$ cat src/rtl/ael_pkg.sv
// Package for the arithmetic expression lexer: widths, character codes,
// token kinds, lexer modes and the token record. No dependencies.
package ael_pkg;

    localparam int FRAC_BITS = 16;
    localparam int INT_BITS  = 31;
    localparam int FRAC_W    = FRAC_BITS + 1;       // fraction accumulator
    localparam int ACC_W     = INT_BITS + 4;        // int_acc * 10 + digit
    localparam int MAG_W     = INT_BITS + FRAC_BITS + 1;
    localparam int VALUE_W   = 49;
    localparam int FIFO_DEPTH = 4;
    localparam int PTR_W     = $clog2(FIFO_DEPTH);
    localparam int CNT_W     = $clog2(FIFO_DEPTH + 1);

    // round(2^FRAC_BITS / 10^k), k = 1..7
    localparam int STEP_1 = ((1 << FRAC_BITS) + 5) / 10;
    localparam int STEP_2 = ((1 << FRAC_BITS) + 50) / 100;
    localparam int STEP_3 = ((1 << FRAC_BITS) + 500) / 1000;
    localparam int STEP_4 = ((1 << FRAC_BITS) + 5000) / 10000;
    localparam int STEP_5 = ((1 << FRAC_BITS) + 50000) / 100000;
    localparam int STEP_6 = ((1 << FRAC_BITS) + 500000) / 1000000;
    localparam int STEP_7 = ((1 << FRAC_BITS) + 5000000) / 10000000;

    localparam logic [7:0] CH_SLASH = 8'h2F;
    localparam logic [7:0] CH_STAR  = 8'h2A;
    localparam logic [7:0] CH_PLUS  = 8'h2B;
    localparam logic [7:0] CH_MINUS = 8'h2D;
    localparam logic [7:0] CH_LPAR  = 8'h28;
    localparam logic [7:0] CH_RPAR  = 8'h29;
    localparam logic [7:0] CH_DOT   = 8'h2E;
    localparam logic [7:0] CH_ZERO  = 8'h30;
    localparam logic [7:0] CH_NINE  = 8'h39;

    typedef enum logic [2:0] {
        M_START    = 3'd0,
        M_INT      = 3'd1,
        M_FRAC     = 3'd2,
        M_AFTER_OP = 3'd3,
        M_IGNORE   = 3'd4
    } t_mode;

    typedef enum logic [1:0] {
        KIND_NUM = 2'd0,
        KIND_OP  = 2'd1,
        KIND_ERR = 2'd2
    } t_kind;

    // One queued token; number value is kept as sign/int/frac until output
    typedef struct packed {
        t_kind                 kind;
        logic [7:0]            op_code;
        logic                  neg;
        logic [INT_BITS-1:0]   int_part;
        logic [FRAC_W-1:0]     frac_part;
        logic                  expr_end;
        logic                  run_last;
    } t_tok;

    function automatic logic [FRAC_W-1:0] frac_step(input logic [2:0] k);
        logic [FRAC_W-1:0] s;
        unique case (k)
            3'd1:    s = FRAC_W'(STEP_1);
            3'd2:    s = FRAC_W'(STEP_2);
            3'd3:    s = FRAC_W'(STEP_3);
            3'd4:    s = FRAC_W'(STEP_4);
            3'd5:    s = FRAC_W'(STEP_5);
            3'd6:    s = FRAC_W'(STEP_6);
            3'd7:    s = FRAC_W'(STEP_7);
            default: s = '0;
        endcase
        return s;
    endfunction

    function automatic logic is_op_char(input logic [7:0] c);
        return (c == CH_SLASH) || (c == CH_STAR) || (c == CH_PLUS) ||
               (c == CH_MINUS) || (c == CH_LPAR) || (c == CH_RPAR);
    endfunction

    function automatic logic is_digit_char(input logic [7:0] c);
        return (c >= CH_ZERO) && (c <= CH_NINE);
    endfunction

endpackage

$ cat src/rtl/arith_expr_lexer_top.sv
// Arithmetic expression lexer, top level: character decode, number
// accumulation, token queue and output register. Depends on ael_pkg.
//
//  channel  direction  handshake           payload
//  input    in         i_valid / o_ready   i_ch, i_is_final
//  output   out        o_valid / i_ready   o_kind, o_op_code, o_value,
//                                          o_expr_end, o_run_last
//
// Each character transaction is decoded and folded into the lexer state in
// the cycle it is accepted; its zero to two tokens go into a 4-entry queue.
// A token leaves the queue into the output register, where the signed
// fixed-point value is formed, one per cycle while i_ready is high. One
// character per cycle when each gives at most one token; the single output
// port sets the pace to one token per cycle. o_ready drops while fewer than
// two queue slots are free. Reset (synchronous, active low) returns to
// expression start and empties the queue and output register.
module arith_expr_lexer_top (
    input  logic                        i_clk,
    input  logic                        i_rst_n,
    input  logic                        i_valid,
    output logic                        o_ready,
    input  logic [7:0]                  i_ch,
    input  logic                        i_is_final,
    output logic                        o_valid,
    input  logic                        i_ready,
    output logic [1:0]                  o_kind,
    output logic [7:0]                  o_op_code,
    output logic signed [ael_pkg::VALUE_W-1:0] o_value,
    output logic                        o_expr_end,
    output logic                        o_run_last
);
    import ael_pkg::*;

    // lexer state
    t_mode               r_mode, n_mode;
    logic                r_neg, n_neg;
    logic [INT_BITS-1:0] r_int, n_int;
    logic [FRAC_W-1:0]   r_frac, n_frac;
    logic [2:0]          r_fdig, n_fdig;

    // token queue
    t_tok                r_fifo [FIFO_DEPTH];
    logic [PTR_W-1:0]    r_wr, r_rd;
    logic [CNT_W-1:0]    r_count, n_count;

    // output register
    logic                r_out_valid;
    t_kind               r_kind;
    logic [7:0]          r_op;
    logic signed [VALUE_W-1:0] r_value;
    logic                r_end, r_last;

    logic                acc, pop;
    logic                fin;
    logic [3:0]          digit;
    logic                want_old, want_op, want_new, want_err;
    logic [1:0]          tok_cnt;
    t_tok                tok_old, tok_op, tok_new, tok_err, slot0, slot1;
    logic [ACC_W-1:0]    int_mul;
    logic [FRAC_W+3:0]   frac_prod;
    logic [MAG_W-1:0]    mag;
    logic signed [VALUE_W-1:0] val;
    t_tok                head;

    assign acc   = i_valid && o_ready;
    assign fin   = i_is_final;
    assign digit = 4'(i_ch - CH_ZERO);
    assign o_ready = (r_count <= CNT_W'(FIFO_DEPTH - 2));

    // int_acc * 10 + digit, then saturate
    assign int_mul = (ACC_W'(r_int) << 3) + (ACC_W'(r_int) << 1) + ACC_W'(digit);
    assign frac_prod = (FRAC_W+4)'(digit) * (FRAC_W+4)'(frac_step(r_fdig + 3'd1));

    // next lexer state and which tokens this character raises
    always_comb begin
        n_mode   = r_mode;
        n_neg    = r_neg;
        n_int    = r_int;
        n_frac   = r_frac;
        n_fdig   = r_fdig;
        want_old = 1'b0;
        want_op  = 1'b0;
        want_new = 1'b0;
        want_err = 1'b0;
        unique case (r_mode)
            M_START: begin
                if (i_ch == CH_PLUS || i_ch == CH_MINUS) begin
                    n_neg = (i_ch == CH_MINUS);
                    n_int = '0; n_frac = '0; n_fdig = '0;
                    n_mode = M_INT;
                    want_new = fin;
                end else if (is_digit_char(i_ch)) begin
                    n_neg = 1'b0; n_frac = '0; n_fdig = '0;
                    n_int = INT_BITS'(digit);
                    n_mode = M_INT;
                    want_new = fin;
                end else if (i_ch == CH_DOT) begin
                    n_neg = 1'b0; n_int = '0; n_frac = '0; n_fdig = '0;
                    n_mode = M_FRAC;
                    want_new = fin;
                end else if (i_ch == CH_LPAR) begin
                    want_op = 1'b1;
                    n_mode = M_AFTER_OP;
                end else begin
                    want_err = 1'b1;
                end
            end
            M_INT: begin
                if (is_digit_char(i_ch)) begin
                    n_int = (int_mul > ACC_W'({INT_BITS{1'b1}})) ?
                            {INT_BITS{1'b1}} : INT_BITS'(int_mul);
                    want_new = fin;
                end else if (i_ch == CH_DOT) begin
                    n_mode = M_FRAC;
                    want_new = fin;
                end else if (is_op_char(i_ch)) begin
                    want_old = 1'b1;
                    want_op  = 1'b1;
                    n_mode = M_AFTER_OP;
                end else begin
                    want_err = 1'b1;
                end
            end
            M_FRAC: begin
                if (is_digit_char(i_ch)) begin
                    if (r_fdig != 3'd7) begin
                        n_fdig = r_fdig + 3'd1;
                        n_frac = r_frac + FRAC_W'(frac_prod);
                    end
                    want_new = fin;
                end else if (i_ch == CH_DOT) begin
                    // second dot: close this number, open a fraction-only one
                    want_old = 1'b1;
                    n_neg = 1'b0; n_int = '0; n_frac = '0; n_fdig = '0;
                    want_new = fin;
                end else if (is_op_char(i_ch)) begin
                    want_old = 1'b1;
                    want_op  = 1'b1;
                    n_mode = M_AFTER_OP;
                end else begin
                    want_err = 1'b1;
                end
            end
            M_AFTER_OP: begin
                if (is_digit_char(i_ch)) begin
                    n_neg = 1'b0; n_frac = '0; n_fdig = '0;
                    n_int = INT_BITS'(digit);
                    n_mode = M_INT;
                    want_new = fin;
                end else if (i_ch == CH_DOT) begin
                    n_neg = 1'b0; n_int = '0; n_frac = '0; n_fdig = '0;
                    n_mode = M_FRAC;
                    want_new = fin;
                end else if (is_op_char(i_ch)) begin
                    want_op = 1'b1;
                end else begin
                    want_err = 1'b1;
                end
            end
            M_IGNORE: begin
            end
            default: begin
            end
        endcase
        if (want_err) begin
            n_neg = 1'b0; n_int = '0; n_frac = '0; n_fdig = '0;
            n_mode = M_IGNORE;
        end
    end

    // token records, in emission order: old number, operator, new number, error
    always_comb begin
        tok_old = '{kind: KIND_NUM, op_code: 8'd0, neg: r_neg, int_part: r_int,
                    frac_part: r_frac, expr_end: 1'b0, run_last: 1'b0};
        tok_op  = '{kind: KIND_OP, op_code: i_ch, neg: 1'b0, int_part: '0,
                    frac_part: '0, expr_end: fin, run_last: 1'b0};
        tok_new = '{kind: KIND_NUM, op_code: 8'd0, neg: n_neg, int_part: n_int,
                    frac_part: n_frac, expr_end: 1'b1, run_last: 1'b0};
        tok_err = '{kind: KIND_ERR, op_code: 8'd0, neg: 1'b0, int_part: '0,
                    frac_part: '0, expr_end: 1'b1, run_last: 1'b0};
        tok_cnt = 2'(want_old) + 2'(want_op) + 2'(want_new) + 2'(want_err);
        if (want_old) begin
            slot0 = tok_old;
        end else if (want_op) begin
            slot0 = tok_op;
        end else if (want_new) begin
            slot0 = tok_new;
        end else begin
            slot0 = tok_err;
        end
        slot1 = want_op ? tok_op : tok_new;
        slot0.run_last = (tok_cnt == 2'd1);
        slot1.run_last = 1'b1;
    end

    // lexer state registers; the final character returns to expression start
    always_ff @(posedge i_clk) begin
        if (!i_rst_n) begin
            r_mode <= M_START;
            r_neg  <= 1'b0;
            r_int  <= '0;
            r_frac <= '0;
            r_fdig <= '0;
        end else if (acc) begin
            if (fin) begin
                r_mode <= M_START;
                r_neg  <= 1'b0;
                r_int  <= '0;
                r_frac <= '0;
                r_fdig <= '0;
            end else begin
                r_mode <= n_mode;
                r_neg  <= n_neg;
                r_int  <= n_int;
                r_frac <= n_frac;
                r_fdig <= n_fdig;
            end
        end
    end

    // queue: up to two writes and one read per cycle
    assign pop     = (r_count != '0) && (!r_out_valid || i_ready);
    assign n_count = r_count + (acc ? CNT_W'(tok_cnt) : '0) - CNT_W'(pop);

    always_ff @(posedge i_clk) begin
        if (!i_rst_n) begin
            r_wr    <= '0;
            r_rd    <= '0;
            r_count <= '0;
        end else begin
            r_count <= n_count;
            if (acc) begin
                r_wr <= r_wr + PTR_W'(tok_cnt);
            end
            if (pop) begin
                r_rd <= r_rd + PTR_W'(1);
            end
        end
    end

    always_ff @(posedge i_clk) begin
        if (acc && tok_cnt != 2'd0) begin
            r_fifo[r_wr] <= slot0;
        end
        if (acc && tok_cnt == 2'd2) begin
            r_fifo[r_wr + PTR_W'(1)] <= slot1;
        end
    end

    // value = +/- (int << FRAC_BITS) + frac; op and error tokens carry zeros
    assign head = r_fifo[r_rd];
    assign mag  = (MAG_W'(head.int_part) << FRAC_BITS) + MAG_W'(head.frac_part);
    assign val  = head.neg ? -VALUE_W'(mag) : VALUE_W'(mag);

    always_ff @(posedge i_clk) begin
        if (!i_rst_n) begin
            r_out_valid <= 1'b0;
        end else if (pop) begin
            r_out_valid <= 1'b1;
        end else if (i_ready) begin
            r_out_valid <= 1'b0;
        end
    end

    always_ff @(posedge i_clk) begin
        if (pop) begin
            r_kind  <= head.kind;
            r_op    <= head.op_code;
            r_value <= val;
            r_end   <= head.expr_end;
            r_last  <= head.run_last;
        end
    end

    assign o_valid    = r_out_valid;
    assign o_kind     = r_kind;
    assign o_op_code  = r_op;
    assign o_value    = r_value;
    assign o_expr_end = r_end;
    assign o_run_last = r_last;

endmodule

$ cat config.mk
export PLATFORM = sky130hd
export DESIGN_NAME = arith_expr_lexer_top
export DESIGN_NICKNAME = d
export VERILOG_FILES = /design/src/rtl/ael_pkg.sv /design/src/rtl/arith_expr_lexer_top.sv
export SDC_FILE = /design/constraint.sdc
export NUM_CORES = 1
export LEC_CHECK = 0
export ABC_AREA = 1
export BUFFER_PORTS_ARGS = -buffer_cell sky130_fd_sc_hd__buf_4
export CAP_MARGIN = 40
export CORE_UTILIZATION = 45
export CTS_CLUSTER_SIZE = 20
export DETAILED_ROUTE_END_ITERATION = 10
export GPL_ROUTABILITY_DRIVEN = 0
export GPL_TIMING_DRIVEN = 0
export PLACE_DENSITY = 0.58
export REMOVE_ABC_BUFFERS = 1
export SLEW_MARGIN = 5
export SYNTH_ARGS = -nofsm -noshare
export SYNTH_HDL_FRONTEND = slang
export SYNTH_SLANG_ARGS = --single-unit
$ cat constraint.sdc
create_clock -name i_clk -period 7.4 [get_ports i_clk]
set_clock_uncertainty 0.15 [all_clocks]
set_input_delay 1.11 -clock i_clk [delete_from_list [all_inputs] [get_ports i_clk]]
set_output_delay 1.11 -clock i_clk [all_outputs]
set_load 0.1 [all_outputs]
==> Word level (Yosys, flattened, before mapping) <==
Memory sizes are Yosys's and may differ from the RTL's. A register that Yosys moved wholly into a read port is not among the register bits.
Index checks and enable logic that the tools add are counted.
{ "classes": {"n_addsub": 15, "mul": 1, "n_div": 0, "magnitude_cmp": 4, "eq_ne": 24, "n_shift": 0, "mux": 84, "bitwise_logic": 0, "reduce_logical": 22} }
{ "ops": {"columns": ["cell", "n"], "rows": [
  ["31-bit two-way mux", 8],
  ["61-bit two-way mux", 3],
  ["31-bit case mux with 4 select lines", 1],
  ["17-bit two-way mux", 7],
  ["13-bit case mux with 5 select lines", 1],
  ["3-bit two-way mux", 20],
  ["60-bit two-way mux", 1],
  ["8-bit by 6-bit equality test with 1-bit output, second input constant", 7],
  ["17-bit case mux with 3 select lines", 1],
  ["48-bit negation with 49-bit output", 1],
  ["47-bit by 17-bit adder with 48-bit output", 1],
  ["48-bit two-way mux", 1],
  ["34-bit by 32-bit adder with 35-bit output", 1],
  ["35-bit by 4-bit adder with 35-bit output", 1],
  ["35-bit by 31-bit greater-than comparator with 1-bit output, second input constant", 1],
  ["1-bit two-way mux", 31],
  ["17-bit adder", 1],
  ["4-bit by 17-bit multiplier with 17-bit output", 1],
  ["3-bit by 2-bit equality test with 1-bit output, second input constant", 4],
  ["4-bit inequality test, second input constant", 3],
  ["3-bit case mux with 4 select lines", 1],
  ["5-bit inequality test, second input constant", 2],
  ["3-bit case mux with 3 select lines", 1],
  ["8-bit by 6-bit >= comparator with 1-bit output, second input constant", 1],
  ["other kinds (30)", 50]
]} }
{ "word_totals": {"register_bits": 124, "latch_bits": 0, "mem_bits_rw": 244, "romBits": 0, "in_bits": 13, "output_inout_bits": 63, "elab_cells": 166, "mem_count": 1} }
{ "mem_list": {"columns": ["name", "depth", "width", "read_ports", "rd_ports_with_merged_regs", "wr", "line_no", "text"], "rows": [
  ["r_fifo", 4, 61, 1, 1, 2, "arith_expr_lexer_top.sv:42", "t_tok r_fifo [FIFO_DEPTH];"]
]} }

==> Depth between registers and ports, before layout <==
Gate-level depths: netlist of run 1.
{ "logic_depth": {"depth_word": 17, "depth_mapped": 30, "ltp_nobuf": 30} }

==> Worst setup path before layout of run 1 <==
OpenSTA, ideal clock, no wires.
{ "synth_timing": {"path_kind": "input port to flip-flop", "startpoint": "input port i_ch[1]", "endpoint": "memory r_fifo[3][1] (netlist bit) (data pin)", "setup_ns": 0.159, "t_arrival_ns": 5.984, "t_required_ns": 7.091, "slack_ns": 1.108, "cell_stages": 20, "path_buffers": 2, "path_cell_list": "buf_2 > inv_1 > nand4_1 > nand2_1 > inv_2 > nand3b_1 > a21boi_1 > inv_2 > buf_2 > fa_1 > ha_1 > or2_2 > nand2_1 > nor2_1 > inv_1 > a21oi_1 > inv_1 > nand2_1 > o21ai_0 > nor2_1"} }
{ "synth_rtl": {"columns": ["element", "line_no", "text"], "rows": [
  ["from (decl)", "arith_expr_lexer_top.sv:22", "input logic [7:0] i_ch,"],
  ["to (decl)", "arith_expr_lexer_top.sv:42", null]
]} }

==> impl_metrics.json, run 1 <==
{
  "run_status": "finished clean",
  "worst-slew-pin-transition_ns": 0.881,
  "area_growth_pct": 11.3,
  "slew_viol_final": 0,
  "grt-ovfl-total": 0,
  "synth_sequential_area_ratio_pct": 39.1,
  "critPathSlowestCell": "sky130_fd_sc_hd__o22ai_1",
  "cts_htree_levels": 2,
  "finalInstanceArea_mm2": 0.0296,
  "post_cts_resize_count": 0,
  "post_synth_arst_share_pct": 0,
  "hold_buffers": 0,
  "mean_post_synth_cell_area_um2": 7.12,
  "clock_power_share_pct": 18.2,
  "rsz0062_at_grt": "no",
  "p_sw_w": 0.00558,
  "viasPerCell": 5.20,
  "dp_worst_setup_slack_ns": 0.669,
  "drt_pass1_iterations": 6,
  "cp_top_family": "adder cells",
  "clock_tree.buffer_depth": 3,
  "maxCapViolations": 0,
  "drt.antenna.violating_nets": 0,
  "die_area_mm2": 0.0600,
  "timing.critical_path.required_ns": 7.70,
  "sw_frac_of_total_pct": 50.0,
  "cts-root-buf": "sky130_fd_sc_hd__clkbuf_16",
  "drcViolationCount": 0,
  "synth-main-ff-cell": "sky130_fd_sc_hd__edfxtp_1",
  "port_buffers": 75,
  "number_of_post_cts_setup_repair_buffers": 0,
  "report.final.hold_viol_count": 0,
  "critical_path_class": "flop to flop",
  "coreArea_mm2": 0.0580,
  "placement_rows": 88,
  "synth_area_mm2": 0.0266,
  "synthesis.instances": 3734,
  "vdd_drop_max_v": 0.000578,
  "power.internal_w": 0.00558,
  "path_buf_inv": 5,
  "chipHeight_um": 245,
  "number_of_antenna_violations_at_the_first_check_in_global_routing": 0,
  "min-delay-path-class": "flop to flop",
  "timing.final.crit_period_ns": 6.21,
  "die_w_um": 245,
  "floorplan.io_pins": 76,
  "grt_start_max_net_pins": 124,
  "cellLeakagePower_nw": 13.4,
  "postSynthRegisterBits": 370,
  "via_count_of_the_first_global_routing_pass": 21600,
  "drive_above_1_share_pct": 8.31,
  "period_share_pct": 83.9,
  "drt_first_iter_violations": 1665,
  "combPwrFrac_pct": 54.7,
  "tritoncts.num_buffers": 41,
  "critical-path-max-stage-delay_ns": 0.53,
  "routed_wl_um": 76900,
  "routedWlPerCell_um": 16.9,
  "placed_area_mm2": 0.0283,
  "clock_transition_at_the_register_clock_pins_on_the_worst_setup_and_hold_paths_after_cts_ns": 0.06,
  "clock-sinks": 370,
  "start_util_pct": 45.8,
  "power_frac_seq_pct": 27.2,
  "cts_tree": "yes",
  "power.density_cell_area_mw_per_mm2": 378,
  "synth-warning-count": 0,
  "finish.net_count": 3899,
  "max_freq_ghz": 0.161,
  "via_count": 23600,
  "final.setup.tns_ns": 0,
  "post_synth_num_cell_types": 57,
  "cp.arrival_ns": 6.51,
  "grt_pass1_wl_um": 121000,
  "setup_viol": 0,
  "end_kind": "flop",
  "critPathMaxFanout": 6,
  "diodes": 0,
  "hpwl_um": 53700,
  "cpMostUsedCell": "sky130_fd_sc_hd__nand2_1",
  "setup_slack_ns": 1.19,
  "timing.max_slew.rel_slack_pct": 40.6,
  "worst_skew_pair.late_latency_ns": 0.59,
  "groute.usage.overall_pct": 25.6,
  "worst_setup_path_start_kind": "flop",
  "synth_edf_count": 297
}
-- power groups by stage --
stage | Clock, W | Sequential [W] | Combinational, W
6_report | 0.00203 | 0.00303 | 0.00610
5_1_grt | 0.00213 | 0.00307 | 0.00668
4_1_cts | 0.00205 | 0.00304 | 0.00611
3_5_place_dp | 0 | 0.00308 | 0.00609
3_3_place_gp | 0 | 0.00324 | 0.00582
2_1_floorplan | 0 | 0.00443 | 0.00319
-- state kept, by name (all words and copies together), names as in the netlist, named ones only --
register    flops
o_expr_end      1
o_kind          2
o_op_code       8
o_run_last      1
o_valid         1
o_value        49
r_count         3
r_fdig          3
r_fifo        244
r_frac         17
r_int          31
r_mode          3
r_neg           1
r_rd            2
r_wr            2
-- cell usage after synthesis (6+ instances only) --
master,number,share of area [%]
sky130_fd_sc_hd__nand4_1,18,0.42
sky130_fd_sc_hd__nor2_1,288,4.1
sky130_fd_sc_hd__buf_1,12,0.17
sky130_fd_sc_hd__fa_1,32,2.4
sky130_fd_sc_hd__nand2_1,1499,21
sky130_fd_sc_hd__a21oi_1,215,4.0
sky130_fd_sc_hd__o21ai_1,17,0.32
sky130_fd_sc_hd__nand2_2,35,0.82
sky130_fd_sc_hd__o211ai_1,7,0.20
sky130_fd_sc_hd__inv_2,15,0.21
sky130_fd_sc_hd__dfxtp_1,73,5.5
sky130_fd_sc_hd__nor3_1,13,0.24
sky130_fd_sc_hd__nand3_1,266,5.0
sky130_fd_sc_hd__buf_2,33,0.62
sky130_fd_sc_hd__xnor2_1,40,1.3
sky130_fd_sc_hd__ha_1,108,5.1
sky130_fd_sc_hd__nor2_4,13,0.55
sky130_fd_sc_hd__nand3b_1,11,0.31
sky130_fd_sc_hd__edfxtp_1,297,34
sky130_fd_sc_hd__clkbuf_1,82,1.2
sky130_fd_sc_hd__a22o_1,6,0.20
sky130_fd_sc_hd__nor2_2,39,0.92
sky130_fd_sc_hd__buf_6,12,0.51
sky130_fd_sc_hd__inv_1,335,4.7
sky130_fd_sc_hd__o21bai_1,10,0.28
sky130_fd_sc_hd__o22ai_1,33,0.78
sky130_fd_sc_hd__buf_4,10,0.28
sky130_fd_sc_hd__xor2_1,28,0.92
sky130_fd_sc_hd__o21ai_0,130,2.4
-- path summary, 6_finish.rpt --
| check | start | end | slack, ns | depth (start not counted) |
|---|---|---|---|---|
| max | r_fdig[1]$_SDFFE_PN0P_ | r_fifo[2][11]$_DFFE_PP_ | 1.19 | 26 |
| min reg2reg | r_rd[1]$_SDFFE_PN0P_ | flop | 0.31 | 2 |
| min | r_rd[1]$_SDFFE_PN0P_ | flop | 0.31 | 2 |
| max reg2reg | r_fdig[1]$_SDFFE_PN0P_ | r_fifo[2][11]$_DFFE_PP_ | 1.19 | 26 |
-- through the flow --
step	cells	total power (W)	hold slack (ns)	util (%)
floorplan	3595	0.00763	0.286	-
global placement	4435	0.00906	0.303	47.2
detailed placement	4468	0.00918	0.300	48.7
CTS	4544	0.0112	0.312	51.0
global route	4544	0.0119	0.342	51.0
finish	4544	0.0112	0.307	51.0
-- cell type report --
cell class                 instances  area [µm²]
clock buffer                      47        1070
clock inverter                    29         240
fill                            5841       28500
inverter                         354        1340
multi-input combinational       2871       14300
sequential                       370       10400
tap                              765         957
timing repair buffer             108        1310
-- layout by cell type (no fill, tap or decap), types with 16 or more instances in the layout --
| cell type | count |
|---|---|
| sky130_fd_sc_hd__buf_16 | 16 |
| sky130_fd_sc_hd__fa_1 | 32 |
| sky130_fd_sc_hd__nand2_1 | 1492 |
| sky130_fd_sc_hd__inv_1 | 329 |
| sky130_fd_sc_hd__xor2_1 | 28 |
| sky130_fd_sc_hd__o21ai_1 | 17 |
| sky130_fd_sc_hd__o21ai_0 | 130 |
| sky130_fd_sc_hd__nor2_2 | 39 |
| sky130_fd_sc_hd__nand2_2 | 38 |
| sky130_fd_sc_hd__nand3_1 | 266 |
| sky130_fd_sc_hd__buf_4 | 75 |
| sky130_fd_sc_hd__edfxtp_1 | 297 |
| sky130_fd_sc_hd__xnor2_1 | 40 |
| sky130_fd_sc_hd__clkbuf_16 | 41 |
| sky130_fd_sc_hd__nor2_1 | 286 |
| sky130_fd_sc_hd__ha_1 | 108 |
| sky130_fd_sc_hd__a21oi_1 | 213 |
| sky130_fd_sc_hd__inv_2 | 19 |
| sky130_fd_sc_hd__dfxtp_1 | 70 |
| sky130_fd_sc_hd__nand4_1 | 18 |
| sky130_fd_sc_hd__o22ai_1 | 33 |
-- layer usage --
metal	wire [µm]	vias to the layer above	part of all wire, %	track usage [%]
li1	-	12100	-	-
met1	36800	10700	48	37.4
met2	33900	691	44	40.3
met3	4790	92	6.2	2.91
met4	1460	0	1.9	6.12
met5	0	-	0	0
-- worst min-delay path, cell delays in order, from the launching register on --
cell and delay [ns]:
sky130_fd_sc_hd__dfxtp_1 0.29, sky130_fd_sc_hd__inv_1 0.05, sky130_fd_sc_hd__a21oi_1 0.07
-- cells by family (layout without fill, tap and decap cells) --
logic type      after synthesis  in the layout  share of synthesized area, %
fa+ha+maj                   140            140                          7.50
simple gates               2205           2205                          34.2
compound gates              446            446                          9.12
other cells                   1             12                        0.0141
buf+inv                     504            538                          7.82
xor+xnor                     68             68                          2.24
flops                       370            370                          39.1
(Power assumes the default switching activity.)
==> inputs of run 2 (changes only) <==
- clock period: 7.4 -> 5.72 ns (I/O delays scaled with it)
==> run 2 against run 1 <==
  * Sequential share of layout area decreased by 0.24 points
  * Total power increased by 30%
  * Core utilization increased by 0.36 points
  * Clock power increased by 30%
  * Combinational power increased by 31%
  * Wire length increased by 0.16%
  * Critical endpoint is now r_fifo[3][1]$_DFFE_PP_
==> impl_metrics.json, run 2 (synthesized netlist as in run 1, its figures left out) <==
{
  "run_status": "finished clean",
  "hold_buffers": 0,
  "footprint_of_the_multi_input_gates_mm2": 0.0144,
  "number_of_antenna_violations_at_the_first_check_in_global_routing": 0,
  "power_frac_seq_pct": 27.0,
  "final_core_util_pct": 51.3,
  "via_count_of_the_first_global_routing_pass": 21700,
  "drt_pass1_iterations": 5,
  "critPathMaxFanout": 28,
  "start_util_pct": 45.8,
  "area_growth_pct": 12.0,
  "hpwl_um": 53700,
  "grt_start_max_net_pins": 124,
  "timing.max_slew.rel_slack_pct": 42.2,
  "cts-root-buf": "sky130_fd_sc_hd__clkbuf_16",
  "die_w_um": 245,
  "coreArea_mm2": 0.0580,
  "report.final.hold_viol_count": 0,
  "cts_tree": "yes",
  "routedWlPerCell_um": 16.9,
  "critical_path_class": "input port to flop",
  "grt_pass1_wl_um": 121000,
  "worst_setup_path_start_kind": "input port",
  "cts_htree_levels": 2,
  "drive_above_1_share_pct": 9.28,
  "combPwrFrac_pct": 54.9,
  "top_library_cells_by_usage_in_the_layout_fill_and_taps_aside": "1482 x sky130_fd_sc_hd__nand2_1, 328 x sky130_fd_sc_hd__inv_1, 297 x sky130_fd_sc_hd__edfxtp_1",
  "total_power_w": 0.0145,
  "maxCapViolations": 0,
  "diodes": 0,
  "setup_viol": 0,
  "port_buffers": 75,
  "sw_frac_of_total_pct": 50.0,
  "largest_register_ffs": 244,
  "drt.antenna.violating_nets": 0,
  "grt-ovfl-total": 0,
  "period_share_pct": 94.1,
  "worst_skew_pair.late_latency_ns": 0.59,
  "clock_tree.buffer_depth": 3,
  "clock-sinks": 370,
  "regMostFlops": "r_fifo",
  "min-delay-path-class": "flop to flop",
  "die_area_mm2": 0.0600,
  "p_sw_w": 0.00726,
  "fillers": 5816,
  "finish.net_count": 3903,
  "groute.usage.overall_pct": 25.6,
  "mostFrequentLayoutCell": "sky130_fd_sc_hd__nand2_1",
  "vdd_drop_max_v": 0.000747,
  "via_count": 23700,
  "clock_power_share_pct": 18.1,
  "viasPerCell": 5.20,
  "timing.final.crit_period_ns": 5.38,
  "cp.arrival_ns": 5.56,
  "slew_viol_final": 0,
  "timing.critical_path.required_ns": 5.90,
  "cellLeakagePower_nw": 13.5,
  "placement_rows": 88,
  "tritoncts.num_buffers": 41,
  "max_freq_ghz": 0.186,
  "floorplan.io_pins": 76,
  "clock_transition_at_the_register_clock_pins_on_the_worst_setup_and_hold_paths_after_cts_ns": 0.06,
  "layout.area.seq_mm2": 0.0104,
  "power.internal_w": 0.00726,
  "chipHeight_um": 245,
  "end_kind": "flop",
  "worst-slew-pin-transition_ns": 0.867,
  "routed_wl_um": 77000,
  "drcViolationCount": 0,
  "drt_first_iter_violations": 1722,
  "final.setup.tns_ns": 0,
  "power.density_cell_area_mw_per_mm2": 488
}
## run 2: through the flow
| step | setup WS [ns] | hold slack (ns) | area, µm² | std cells |
|---|---|---|---|---|
| 2_1_floorplan | -4.57 | 0.286 | 25900 | 3595 |
| 3_3_place_gp | -12.07 | 0.303 | 27400 | 4435 |
| 3_5_place_dp | -0.759 | 0.300 | 28300 | 4468 |
| 4_1_cts | 0.00605 | 0.312 | 29600 | 4547 |
| 5_1_grt | -0.00941 | 0.342 | 29800 | 4548 |
| 6_report | 0.336 | 0.306 | 29800 | 4548 |
## run 2: path summary, 6_finish.rpt
kind	from	to	slack, ns	cells past startpoint
setup / recovery	i_ch[1]	r_fifo[3][1]$_DFFE_PP_	0.34	16
hold / removal	r_rd[1]$_SDFFE_PN0P_	flop	0.31	2
setup reg to reg	r_mode[2]$_SDFFE_PN0P_	r_fifo[0][42]$_DFFE_PP_	0.35	20
hold reg to reg	r_rd[1]$_SDFFE_PN0P_	flop	0.31	2
## run 2: layout make-up
| class | count | share of cell area [%] |
|---|---|---|
| Clock buffer | 47 | 3.59 |
| Multi-Input combinational cell | 2871 | 48.5 |
| Timing Repair Buffer | 112 | 4.48 |
| Sequential cell | 370 | 34.9 |
| Clock inverter | 29 | 0.807 |
| Tap cell | 765 | 3.21 |
| Inverter | 354 | 4.51 |
## run 2: routing by layer
metal | routed length [µm] | GRT usage [%]
met1 | 36500 | 37.5
met2 | 34000 | 40.4
met3 | 5060 | 2.74
met4 | 1490 | 6.10
met5 | 0 | 0
## run 2: worst max-delay path, cell delays in order
cell	delay, ns
sky130_fd_sc_hd__buf_4	0.21
sky130_fd_sc_hd__o21ai_0	0.14
sky130_fd_sc_hd__nand2_2	0.50
sky130_fd_sc_hd__nand2_1	0.36
sky130_fd_sc_hd__o31ai_4	0.71
sky130_fd_sc_hd__fa_1	0.54
sky130_fd_sc_hd__ha_1	0.22
sky130_fd_sc_hd__or2_2	0.29
sky130_fd_sc_hd__nand2_1	0.11
sky130_fd_sc_hd__nor2_1	0.11
sky130_fd_sc_hd__inv_1	0.24
sky130_fd_sc_hd__nor2_2	0.09
sky130_fd_sc_hd__nand2_1	0.21
sky130_fd_sc_hd__inv_2	0.32
sky130_fd_sc_hd__o21ai_1	0.54
sky130_fd_sc_hd__nor2_1	0.09
## run 2: power by group through the flow
stage | combinational [W] | clock (W) | sequential [W]
final | 0.00797 | 0.00263 | 0.00392
after global routing | 0.00872 | 0.00275 | 0.00398
after CTS | 0.00793 | 0.00265 | 0.00393
after detailed placement | 0.00788 | 0 | 0.00399
after global placement | 0.00753 | 0 | 0.00419
after floorplan | 0.00413 | 0 | 0.00574
## run 2: timing repair
action	CTS	global route
setup endpoints to repair	119	153
buffers inserted	3	1
gates resized for setup	11	40
pin swaps	2	7
